==> config.mk <==
export PLATFORM = sky130hd
export DESIGN_NAME = cube_map_face_select_unit
export DESIGN_NICKNAME = d
export VERILOG_FILES = /design/src/cmfs_pkg.sv /design/src/cmfs_select.sv /design/src/cmfs_prep.sv /design/src/cmfs_div_step.sv /design/src/cube_map_face_select_unit.sv
export SDC_FILE = /design/constraint.sdc
export NUM_CORES = 2
export LEC_CHECK = 0
export ABC_AREA = 1
export BUFFER_PORTS_ARGS = -buffer_cell sky130_fd_sc_hd__buf_2
export CORE_ASPECT_RATIO = 0.75
export CORE_MARGIN = 10
export CORE_UTILIZATION = 40
export DETAILED_ROUTE_END_ITERATION = 16
export HOLD_SLACK_MARGIN = 0.05
export PLACE_DENSITY = 0.65
export SYNTH_ARGS = -nofsm -noshare
export SYNTH_HDL_FRONTEND = slang
export SYNTH_SLANG_ARGS = --single-unit
==> constraint.sdc <==
create_clock -name aclk -period 23 [get_ports aclk]
set_input_delay 1.15 -clock aclk [delete_from_list [all_inputs] [get_ports aclk]]
set_output_delay 1.15 -clock aclk [all_outputs]
set_load 0.03 [all_outputs]
==> src/cmfs_pkg.sv <==
package cmfs_pkg;

    localparam int CMFS_COMP_BITS = 16;
    localparam int CMFS_UV_BITS   = 16;

    typedef enum logic [2:0] {
        FACE_POS_X = 3'd0,
        FACE_NEG_X = 3'd1,
        FACE_POS_Y = 3'd2,
        FACE_NEG_Y = 3'd3,
        FACE_POS_Z = 3'd4,
        FACE_NEG_Z = 3'd5
    } face_t;

    // Side information that rides along with the divider lanes.
    typedef struct packed {
        face_t face;
        logic  sat_u;
        logic  sat_v;
        logic  degenerate;
    } cmfs_ctrl_t;

endpackage

==> src/cmfs_select.sv <==
module cmfs_select import cmfs_pkg::*; #(
    parameter int COMP_BITS = CMFS_COMP_BITS
) (
    input  logic                        aclk,
    input  logic                        aresetn,
    input  logic                        en,
    input  logic                        in_valid,
    input  logic signed [COMP_BITS-1:0] dir_x,
    input  logic signed [COMP_BITS-1:0] dir_y,
    input  logic signed [COMP_BITS-1:0] dir_z,
    output logic                        out_valid,
    output face_t                       face,
    output logic        [COMP_BITS-1:0] ma,
    output logic signed [COMP_BITS-1:0] x_out,
    output logic signed [COMP_BITS-1:0] y_out,
    output logic signed [COMP_BITS-1:0] z_out
);

    logic [COMP_BITS-1:0] ux, uy, uz;
    logic [COMP_BITS-1:0] ax, ay, az;
    logic                 x_pos, y_pos, z_pos;
    face_t                face_next;
    logic [COMP_BITS-1:0] ma_next;

    logic                        valid_reg;
    face_t                       face_reg;
    logic        [COMP_BITS-1:0] ma_reg;
    logic signed [COMP_BITS-1:0] x_reg, y_reg, z_reg;

    assign ux = dir_x;
    assign uy = dir_y;
    assign uz = dir_z;

    // The most negative value maps to 2^(COMP_BITS-1), which still fits unsigned.
    assign ax = ux[COMP_BITS-1] ? (~ux + 1'b1) : ux;
    assign ay = uy[COMP_BITS-1] ? (~uy + 1'b1) : uy;
    assign az = uz[COMP_BITS-1] ? (~uz + 1'b1) : uz;

    assign x_pos = !ux[COMP_BITS-1] && (ux != '0);
    assign y_pos = !uy[COMP_BITS-1] && (uy != '0);
    assign z_pos = !uz[COMP_BITS-1] && (uz != '0);

    // Strict compares, so ties go to Y and then to Z.
    always_comb begin
        if (ax > ay && ax > az) begin
            ma_next   = ax;
            face_next = x_pos ? FACE_POS_X : FACE_NEG_X;
        end else if (ay > az) begin
            ma_next   = ay;
            face_next = y_pos ? FACE_POS_Y : FACE_NEG_Y;
        end else begin
            ma_next   = az;
            face_next = z_pos ? FACE_POS_Z : FACE_NEG_Z;
        end
    end

    always_ff @(posedge aclk) begin
        if (!aresetn) begin
            valid_reg <= 1'b0;
        end else if (en) begin
            valid_reg <= in_valid;
        end
    end

    always_ff @(posedge aclk) begin
        if (en) begin
            face_reg <= face_next;
            ma_reg   <= ma_next;
            x_reg    <= dir_x;
            y_reg    <= dir_y;
            z_reg    <= dir_z;
        end
    end

    assign out_valid = valid_reg;
    assign face      = face_reg;
    assign ma        = ma_reg;
    assign x_out     = x_reg;
    assign y_out     = y_reg;
    assign z_out     = z_reg;

endmodule

==> src/cmfs_prep.sv <==
module cmfs_prep import cmfs_pkg::*; #(
    parameter int COMP_BITS = CMFS_COMP_BITS
) (
    input  logic                        aclk,
    input  logic                        aresetn,
    input  logic                        en,
    input  logic                        in_valid,
    input  face_t                       face,
    input  logic        [COMP_BITS-1:0] ma,
    input  logic signed [COMP_BITS-1:0] x_in,
    input  logic signed [COMP_BITS-1:0] y_in,
    input  logic signed [COMP_BITS-1:0] z_in,
    output logic                        out_valid,
    output logic        [COMP_BITS:0]   rem_u,
    output logic        [COMP_BITS:0]   rem_v,
    output logic        [COMP_BITS:0]   divisor,
    output cmfs_ctrl_t                  ctrl
);

    logic [COMP_BITS:0]   xe, ye, ze, xn, yn, zn;
    logic [COMP_BITS:0]   sc, tc;
    logic [COMP_BITS+1:0] sum_u, sum_v, ma_ext;
    logic [COMP_BITS:0]   n_u, n_v, d_next;
    cmfs_ctrl_t           ctrl_next;

    logic                 valid_reg;
    logic [COMP_BITS:0]   rem_u_reg, rem_v_reg, divisor_reg;
    cmfs_ctrl_t           ctrl_reg;

    assign xe = {x_in[COMP_BITS-1], x_in};
    assign ye = {y_in[COMP_BITS-1], y_in};
    assign ze = {z_in[COMP_BITS-1], z_in};
    assign xn = ~xe + 1'b1;
    assign yn = ~ye + 1'b1;
    assign zn = ~ze + 1'b1;

    always_comb begin
        unique case (face)
            FACE_POS_X: begin sc = zn; tc = yn; end
            FACE_NEG_X: begin sc = ze; tc = yn; end
            FACE_POS_Y: begin sc = xe; tc = ze; end
            FACE_NEG_Y: begin sc = xe; tc = zn; end
            FACE_POS_Z: begin sc = xe; tc = yn; end
            FACE_NEG_Z: begin sc = xn; tc = yn; end
            default:    begin sc = xn; tc = yn; end
        endcase
    end

    // Since ma is the largest magnitude, c + ma lies in [0, 2*ma].
    assign ma_ext = {2'b00, ma};
    assign sum_u  = {sc[COMP_BITS], sc} + ma_ext;
    assign sum_v  = {tc[COMP_BITS], tc} + ma_ext;
    assign n_u    = sum_u[COMP_BITS:0];
    assign n_v    = sum_v[COMP_BITS:0];
    assign d_next = {ma, 1'b0};

    always_comb begin
        ctrl_next.face       = face;
        ctrl_next.sat_u      = (n_u == d_next);
        ctrl_next.sat_v      = (n_v == d_next);
        ctrl_next.degenerate = (ma == '0);
    end

    always_ff @(posedge aclk) begin
        if (!aresetn) begin
            valid_reg <= 1'b0;
        end else if (en) begin
            valid_reg <= in_valid;
        end
    end

    // A saturated lane starts from zero so its remainder stays below the divisor.
    always_ff @(posedge aclk) begin
        if (en) begin
            rem_u_reg   <= ctrl_next.sat_u ? '0 : n_u;
            rem_v_reg   <= ctrl_next.sat_v ? '0 : n_v;
            divisor_reg <= d_next;
            ctrl_reg    <= ctrl_next;
        end
    end

    assign out_valid = valid_reg;
    assign rem_u     = rem_u_reg;
    assign rem_v     = rem_v_reg;
    assign divisor   = divisor_reg;
    assign ctrl      = ctrl_reg;

endmodule

==> src/cmfs_div_step.sv <==
module cmfs_div_step import cmfs_pkg::*; #(
    parameter int COMP_BITS = CMFS_COMP_BITS,
    parameter int UV_BITS   = CMFS_UV_BITS
) (
    input  logic                 aclk,
    input  logic                 aresetn,
    input  logic                 en,
    input  logic                 in_valid,
    input  logic [COMP_BITS:0]   rem_u_in,
    input  logic [COMP_BITS:0]   rem_v_in,
    input  logic [UV_BITS-1:0]   q_u_in,
    input  logic [UV_BITS-1:0]   q_v_in,
    input  logic [COMP_BITS:0]   divisor_in,
    input  cmfs_ctrl_t           ctrl_in,
    output logic                 out_valid,
    output logic [COMP_BITS:0]   rem_u_out,
    output logic [COMP_BITS:0]   rem_v_out,
    output logic [UV_BITS-1:0]   q_u_out,
    output logic [UV_BITS-1:0]   q_v_out,
    output logic [COMP_BITS:0]   divisor_out,
    output cmfs_ctrl_t           ctrl_out
);

    logic [COMP_BITS+1:0] shift_u, shift_v, dd, diff_u, diff_v;
    logic                 ge_u, ge_v;

    logic                 valid_reg;
    logic [COMP_BITS:0]   rem_u_reg, rem_v_reg, divisor_reg;
    logic [UV_BITS-1:0]   q_u_reg, q_v_reg;
    cmfs_ctrl_t           ctrl_reg;

    // One restoring division step per lane: shift in a zero, try to subtract.
    assign shift_u = {rem_u_in, 1'b0};
    assign shift_v = {rem_v_in, 1'b0};
    assign dd      = {1'b0, divisor_in};
    assign ge_u    = (shift_u >= dd);
    assign ge_v    = (shift_v >= dd);
    assign diff_u  = shift_u - dd;
    assign diff_v  = shift_v - dd;

    always_ff @(posedge aclk) begin
        if (!aresetn) begin
            valid_reg <= 1'b0;
        end else if (en) begin
            valid_reg <= in_valid;
        end
    end

    always_ff @(posedge aclk) begin
        if (en) begin
            rem_u_reg   <= ge_u ? diff_u[COMP_BITS:0] : shift_u[COMP_BITS:0];
            rem_v_reg   <= ge_v ? diff_v[COMP_BITS:0] : shift_v[COMP_BITS:0];
            q_u_reg     <= {q_u_in[UV_BITS-2:0], ge_u};
            q_v_reg     <= {q_v_in[UV_BITS-2:0], ge_v};
            divisor_reg <= divisor_in;
            ctrl_reg    <= ctrl_in;
        end
    end

    assign out_valid   = valid_reg;
    assign rem_u_out   = rem_u_reg;
    assign rem_v_out   = rem_v_reg;
    assign q_u_out     = q_u_reg;
    assign q_v_out     = q_v_reg;
    assign divisor_out = divisor_reg;
    assign ctrl_out    = ctrl_reg;

endmodule

==> src/cube_map_face_select_unit.sv <==
// Channel   Direction  Handshake           Payload
// s_        in         s_valid / s_ready   s_dir_x, s_dir_y, s_dir_z
// m_        out        m_valid / m_ready   m_face_index, m_u_coord, m_v_coord, m_degenerate
//
// Stages in order: face select, operand prep, one quotient bit per divider stage,
// and the output register. One item can enter every cycle while s_ready is high.
// Reset (aresetn low at a clock edge) clears every stage valid bit.
// A stage loads whenever it is empty or the stage after it loads, so a stall
// at m_ready fills the bubbles first and then holds every item in place.
module cube_map_face_select_unit import cmfs_pkg::*; #(
    parameter int COMP_BITS = CMFS_COMP_BITS,
    parameter int UV_BITS   = CMFS_UV_BITS
) (
    input  logic                        aclk,
    input  logic                        aresetn,
    input  logic                        s_valid,
    output logic                        s_ready,
    input  logic signed [COMP_BITS-1:0] s_dir_x,
    input  logic signed [COMP_BITS-1:0] s_dir_y,
    input  logic signed [COMP_BITS-1:0] s_dir_z,
    output logic                        m_valid,
    input  logic                        m_ready,
    output logic [2:0]                  m_face_index,
    output logic [UV_BITS-1:0]          m_u_coord,
    output logic [UV_BITS-1:0]          m_v_coord,
    output logic                        m_degenerate
);

    logic                        sel_valid, sel_en;
    face_t                       sel_face;
    logic        [COMP_BITS-1:0] sel_ma;
    logic signed [COMP_BITS-1:0] sel_x, sel_y, sel_z;

    // Index 0 is the prep stage output, index k+1 the output of divider step k.
    logic               div_valid [0:UV_BITS];
    logic               div_en    [0:UV_BITS];
    logic [COMP_BITS:0] div_rem_u [0:UV_BITS];
    logic [COMP_BITS:0] div_rem_v [0:UV_BITS];
    logic [UV_BITS-1:0] div_q_u   [0:UV_BITS];
    logic [UV_BITS-1:0] div_q_v   [0:UV_BITS];
    logic [COMP_BITS:0] div_d     [0:UV_BITS];
    cmfs_ctrl_t         div_ctrl  [0:UV_BITS];

    logic               out_en;
    logic               m_valid_reg;
    logic [2:0]         m_face_reg;
    logic [UV_BITS-1:0] m_u_reg, m_v_reg, m_u_next, m_v_next;
    logic               m_deg_reg;
    cmfs_ctrl_t         last_ctrl;

    assign out_en  = !m_valid_reg || m_ready;
    assign sel_en  = !sel_valid || div_en[0];
    assign s_ready = sel_en;

    assign div_en[UV_BITS] = !div_valid[UV_BITS] || out_en;

    cmfs_select #(.COMP_BITS(COMP_BITS)) u_select (
        .aclk      (aclk),
        .aresetn   (aresetn),
        .en        (sel_en),
        .in_valid  (s_valid),
        .dir_x     (s_dir_x),
        .dir_y     (s_dir_y),
        .dir_z     (s_dir_z),
        .out_valid (sel_valid),
        .face      (sel_face),
        .ma        (sel_ma),
        .x_out     (sel_x),
        .y_out     (sel_y),
        .z_out     (sel_z)
    );

    cmfs_prep #(.COMP_BITS(COMP_BITS)) u_prep (
        .aclk      (aclk),
        .aresetn   (aresetn),
        .en        (div_en[0]),
        .in_valid  (sel_valid),
        .face      (sel_face),
        .ma        (sel_ma),
        .x_in      (sel_x),
        .y_in      (sel_y),
        .z_in      (sel_z),
        .out_valid (div_valid[0]),
        .rem_u     (div_rem_u[0]),
        .rem_v     (div_rem_v[0]),
        .divisor   (div_d[0]),
        .ctrl      (div_ctrl[0])
    );

    assign div_q_u[0] = '0;
    assign div_q_v[0] = '0;

    for (genvar k = 0; k < UV_BITS; k++) begin : g_div
        assign div_en[k] = !div_valid[k] || div_en[k+1];

        cmfs_div_step #(.COMP_BITS(COMP_BITS), .UV_BITS(UV_BITS)) u_step (
            .aclk        (aclk),
            .aresetn     (aresetn),
            .en          (div_en[k+1]),
            .in_valid    (div_valid[k]),
            .rem_u_in    (div_rem_u[k]),
            .rem_v_in    (div_rem_v[k]),
            .q_u_in      (div_q_u[k]),
            .q_v_in      (div_q_v[k]),
            .divisor_in  (div_d[k]),
            .ctrl_in     (div_ctrl[k]),
            .out_valid   (div_valid[k+1]),
            .rem_u_out   (div_rem_u[k+1]),
            .rem_v_out   (div_rem_v[k+1]),
            .q_u_out     (div_q_u[k+1]),
            .q_v_out     (div_q_v[k+1]),
            .divisor_out (div_d[k+1]),
            .ctrl_out    (div_ctrl[k+1])
        );
    end

    // The final remainders are not needed past the last step.
    assign last_ctrl = div_ctrl[UV_BITS];

    always_comb begin
        if (last_ctrl.degenerate) begin
            m_u_next = '0;
            m_v_next = '0;
        end else begin
            m_u_next = last_ctrl.sat_u ? '1 : div_q_u[UV_BITS];
            m_v_next = last_ctrl.sat_v ? '1 : div_q_v[UV_BITS];
        end
    end

    always_ff @(posedge aclk) begin
        if (!aresetn) begin
            m_valid_reg <= 1'b0;
        end else if (out_en) begin
            m_valid_reg <= div_valid[UV_BITS];
        end
    end

    always_ff @(posedge aclk) begin
        if (out_en) begin
            m_face_reg <= last_ctrl.face;
            m_u_reg    <= m_u_next;
            m_v_reg    <= m_v_next;
            m_deg_reg  <= last_ctrl.degenerate;
        end
    end

    assign m_valid      = m_valid_reg;
    assign m_face_index = m_face_reg;
    assign m_u_coord    = m_u_reg;
    assign m_v_coord    = m_v_reg;
    assign m_degenerate = m_deg_reg;

endmodule

**Word level (Yosys, flattened, before mapping)**

Cells that the tools add are included.

- Output and inout bits: 38
- Input port bits: 52
- Word-level logic and storage cells: 386
- Bits in registers: 1296

- $add $sub $neg: 38
- Reduce and logical (&&, ||, !) cells: 51
- Equal/unequal tests: 6
- $lt $le $gt $ge: 35
- Muxes and demuxes: 44
- Bitwise logic cells: 6

Operator list:

| operator | number |
|---|---|
| 18-bit by 17-bit greater-or-equal comparator with 1-bit output | 32 |
| 17-bit 2-to-1 mux | 30 |
| 17-bit subtractor | 30 |
| 16-bit 2-to-1 mux | 7 |
| 17-bit by 1-bit adder with 17-bit output, second input constant | 3 |
| 17-bit inverter | 3 |
| 17-bit case mux with 3 select lines | 1 |
| 16-bit by 1-bit adder with 16-bit output, second input constant | 3 |
| 16-bit > comparator | 3 |
| 16-bit inverter | 3 |
| 16-bit nonzero test | 3 |
| 17-bit adder | 2 |
| 17-bit equality test | 2 |
| 17-bit case mux with 2 select lines | 1 |
| 1-bit logical NOT | 22 |
| 1-bit logical OR | 19 |
| 16-bit logical NOT | 1 |
| 3-bit by 2-bit equality test with 1-bit output, second input constant | 2 |
| 3-bit 2-to-1 mux | 2 |
| 1-bit logical AND | 4 |
| 3-bit by 1-bit equality test with 1-bit output, second input constant | 1 |
| 3-bit equality test, second input constant | 1 |
| 3-bit logical NOT | 1 |
| 1-bit 2-to-1 mux | 3 |
| 3-bit OR reduction | 1 |

**Depth between registers and ports, before layout**

- Word-level depth: 20
- Depth in mapped cells: 30
- Depth with buffers taken out: 29

**Modules after synthesis**

A second synthesis with hierarchy kept.

- Cell total of the unflattened synthesis: 12039
- Area, all modules: 100711.6 µm²

By module, submodules not included:

| module | instances | area each (µm²) | sequential area each (µm²) | cells an instance |
|---|---|---|---|---|
| cmfs_div_step | 16 | 5456.5 | 2692.6 | 638 |
| cmfs_prep | 1 | 6667.6 | 1701.6 | 1059 |
| cmfs_select | 1 | 5153.7 | 2031.9 | 633 |
| cube_map_face_select_unit | 1 | 1586.5 | 1101.1 | 139 |

**Worst setup path after synthesis**

Ideal clock, no wire load.

- Kind: input to output
- From: input m_ready
- To: output s_ready
- Slack: 12.820 ns
- Cell stages on the path: 10
- Arrival: 9.030 ns
- Path buffers: 0
- Cell sequence: inv_1 nand4_2 nor2_4 nand4_4 nor2_4 nand4_4 nor2_4 nand4_4 nor2_4 nand4_1

- Longest elaborated chain between the ends: 19

Ends and longest elaborated chain:

| what | line | RTL |
|---|---|---|
| start, declared | cube_map_face_select_unit.sv:22 | `input logic m_ready,` |
| 1-bit logical OR | cube_map_face_select_unit.sv:51 | `assign out_en = !m_valid_reg \|\| m_ready;` |
| 1-bit logical OR | cube_map_face_select_unit.sv:55 | `assign div_en[UV_BITS] = !div_valid[UV_BITS] \|\| out_en;` |
| 1-bit logical OR | cube_map_face_select_unit.sv:94 | `assign div_en[k] = !div_valid[k] \|\| div_en[k+1];` |
| net g_div[14].u_step.en | cmfs_div_step.sv:7 | `input logic en,` |
| 1-bit logical OR (4 in series) | cube_map_face_select_unit.sv:94 |  |
| net g_div[10].u_step.en | cmfs_div_step.sv:7 |  |
| 1-bit logical OR (4 in series) | cube_map_face_select_unit.sv:94 |  |
| net g_div[6].u_step.en | cmfs_div_step.sv:7 |  |
| 1-bit logical OR (4 in series) | cube_map_face_select_unit.sv:94 |  |
| net g_div[2].u_step.en | cmfs_div_step.sv:7 |  |
| 1-bit logical OR (3 in series) | cube_map_face_select_unit.sv:94 |  |
| 1-bit logical OR | cube_map_face_select_unit.sv:52 | `assign sel_en = !sel_valid \|\| div_en[0];` |
| end, declared | cube_map_face_select_unit.sv:17 | `output logic s_ready,` |

The timed path passes the listed nets, and every way through them passes these cells.

**Worst setup path in the final report**

Ends and elaborated chain as after synthesis.

==> impl_metrics.yaml <==
status:
  status: "finished, final reports clean"
setup_path:
  path_max_fanout: 62
  slowest_delay_ns: 0.43
  cp-endpoint: "s_ready"
  r2r-end: "u_prep.rem_u[15]$_SDFFCE_PN0P_"
  startpoint: "m_ready"
  crit_family: "simple AND/OR/NAND/NOR gates"
  worst_path_max_delay_cell: "nand4_4"
  cp_cell_sequence: "buf_2 > inv_1 > nand4_4 > nor2_4 > nand4_4 > nor2_4 > nand4_4 > buf_4 > nor2_4 > nand4_4 > buf_4 > nor2_4 > nand4_1 > buf_2"
  cp_num_buf_inv: 5
  path_class: "in -> out"
  cp.arrival_ns: 4.79
  cp.depth: 14
  reg2regPathDepth: 21
  required_ns: 21.85
  reg2reg_slack_ns: 17.98
  worst_setup_path_end_kind: "primary output"
  r2r-start: "u_select.face[2]$_SDFFCE_PP0P_"
  cp-start-kind: "input pin"
place:
  gp_congestion: 0.967
  dp_cells: 9389
  io_buffers: 89
  dpl.hpwl_um: 151000
synthesis:
  synth_mux_area_frac: 0
  synth_fa_ha_area_frac: 0.114
  syn-cell-area_um2: 71100
  syn_area_per_cell_um2: 10.1
  yosysMostFrequentCell: "nand2_1"
  synth_compound_area_frac: 0.116
  synth_xor_area_frac: 0.0584
  ys_top_cells_by_area: "edfxtp_1 53%, ha_1 11%, nand2_1 7.6%"
  synthArstFlopShare: 0
  synth_top_family_by_area: "simple AND/OR/NAND/NOR gates"
  synth_top_cell_by_area: "edfxtp_1"
  seq_area_frac_synth: 0.532
  yosysUniqueCellTypes: 64
  synth_ff_type: "edfxtp_1"
  ys_ff_latch: 1266
  netlist_top_cells_count: "1,449 x nand2_1, 1,247 x edfxtp_1, 787 x inv_1"
  synth_fp_nets: 7704
  synth_simple_gate_area_frac: 0.130
  synthCells: 7023
  synth-edff-count: 1247
  synth_top_area_share: 0.526
  ys_warn_count: 0
global_route:
  grt_usage: 0.187
  grt_pass1_wl_um: 285000
  first_global_vias: 47300
  grt_max_degree: 84
  antenna_found_initial: 17
  grt_overflow_total: 0
timing:
  relSlewSlack: 0.218
  worst_pin_slew_ns: 1.17
  setup_viol: 0
  timing.fmax_mhz: 168
  fin_skew_ns: 0.0398
  finalHoldViolations: 0
  rsz0062_at_grt: "false"
  totalNegativeSetupSlack_ns: 0
  finalCritPeriodShare: 0.258
  period_needed_ns: 5.94
  drv_slew: 0
final_layout:
  nNetsFinal: 7831
  fin_cells: 9617
  syn_to_final_growth_pct: 10.2
  layout-drive-gt1-share: 0.0528
  n_fill_cell: 16600
route:
  routed_via_density: 5.31
  dr.max_layer_used: "met5"
  wire_per_inst_um: 19.7
  drt_iter0_drc: 5682
  drc: 0
  wl_met2_um: 73100
  drt-met1-wl_um: 93800
  drt_first_pass_iters: 6
  final_antenna_net_count: 0
  routed-wl-met3_um: 18900
  drt_wl_total_um: 190000
  num_vias: 51000
cts:
  cts_buffers: 121
  hold_buffers: 0
  postCtsResizedCells: 0
  clkSinkCount: 1266
  cts.htree.levels: 3
  cts_tree: "yes"
  cts_root_buf: "clkbuf_16"
  max-clock-path-buffers: 3
  cts_setup_buffers: 0
  clock_latency_ns: 0.79
  clk_pin_slew_ns: 0.06
floorplanning:
  die_h_um: 385
  coreArea_um2: 176000
  initial_utilization: 0.404
  rows: 133
  boundaryPins: 90
  dieArea_um2: 195000
  die_width_um: 507
worst_hold_path:
  hp-class: "reg -> reg"
job:
  max-cap-violations: 0
## final cells by class
class,instances,area (um2),share of cell area
antenna,4,10.0,0.000128
inverter,808,3030,0.0387
timing repair buffer,111,611,0.00779
clock inverter,74,892,0.0114
sequential,1266,37800,0.483
tap,2362,2960,0.0377
clock buffer,150,3190,0.0407
multi-input combinational,4842,29800,0.381
## worst reg2reg max path, cell delays in order (launching register included)
cell and delay (ns):
edfxtp_1 0.47, inv_2 0.09, nand2_1 0.33, nor2_1 0.82, inv_1 0.36, o22ai_1 0.25
a21oi_1 0.09, a21oi_1 0.24, ha_1 0.32, nand2_1 0.11, a21oi_1 0.05, nor2_1 0.16
nand2_2 0.13, nand3_1 0.13, nand3_1 0.08, nand2_1 0.12, xor2_1 0.20, nand2_1 0.09
nor2_2 0.21, nand4_4 0.30, nand2_1 0.17, inv_1 0.05
## worst min path at each step
stage | startpoint | cells after the start | slack [ns] | to
global route | g_div[1].u_step.q_v_out[0]$_DFFE_PP_ | 0 | 0.39 | g_div[2].u_step.q_v_out[1]$_DFFE_PP_
global placement | g_div[12].u_step.q_v_out[2]$_DFFE_PP_ | 0 | 0.40 | g_div[13].u_step.q_v_out[3]$_DFFE_PP_
CTS | g_div[1].u_step.q_v_out[0]$_DFFE_PP_ | 0 | 0.39 | g_div[2].u_step.q_v_out[1]$_DFFE_PP_
finish | g_div[1].u_step.q_v_out[0]$_DFFE_PP_ | 0 | 0.39 | g_div[2].u_step.q_v_out[1]$_DFFE_PP_
detailed placement | g_div[9].u_step.q_v_out[3]$_DFFE_PP_ | 0 | 0.40 | g_div[10].u_step.q_v_out[4]$_DFFE_PP_
floorplan | u_prep.ctrl[0]$_DFFE_PP_ | 0 | 0.40 | g_div[0].u_step.ctrl_out[0]$_DFFE_PP_
## routing by layer
| layer | vias up | track usage |
|---|---|---|
| met5 | - | 0 |
| met4 | 4 | 0.0398 |
| met3 | 207 | 0.0539 |
| met2 | 1828 | 0.250 |
| met1 | 24200 | 0.294 |
| li1 | 24800 | - |
## placed cells by master, fill, tap and decap left out, drive strengths merged, types with 69 or more instances in the layout
cell    count
edfxtp   1247
nor3       69
nand4      86
xor2      250
ha        597
buf       111
xnor2     218
nor2      397
o21ai     687
inv       810
nand2    1456
a21oi     581
clkbuf    150
nand3     167
## per-stage QoR
step / cell area (um2) / setup WS (ns) / hold slack [ns] / util
final: 78400 / 17.06 / 0.388 / 0.445
after global routing: 78400 / 16.79 / 0.391 / 0.445
after CTS: 78400 / 17.01 / 0.385 / 0.445
after detailed placement: 74300 / 17.02 / 0.405 / 0.422
after global placement: 74300 / 17.12 / 0.400 / 0.422
after floorplan: 71100 / 12.82 / 0.400 / -
## cells by family (layout without fill, tap and decap cells)
group,count (synthesis),in the layout
and+or+nand+nor,2227,2227
other,0,4
adders and majority gates,629,629
DFF,1266,1266
AOI/OAI and AO/OA,1516,1516
buffers and inverters,915,1143
xor gates and xnor gates,470,470
Power is not shown: default switching activity piles up to over one toggle a cycle in this logic, so the estimate is an artifact.
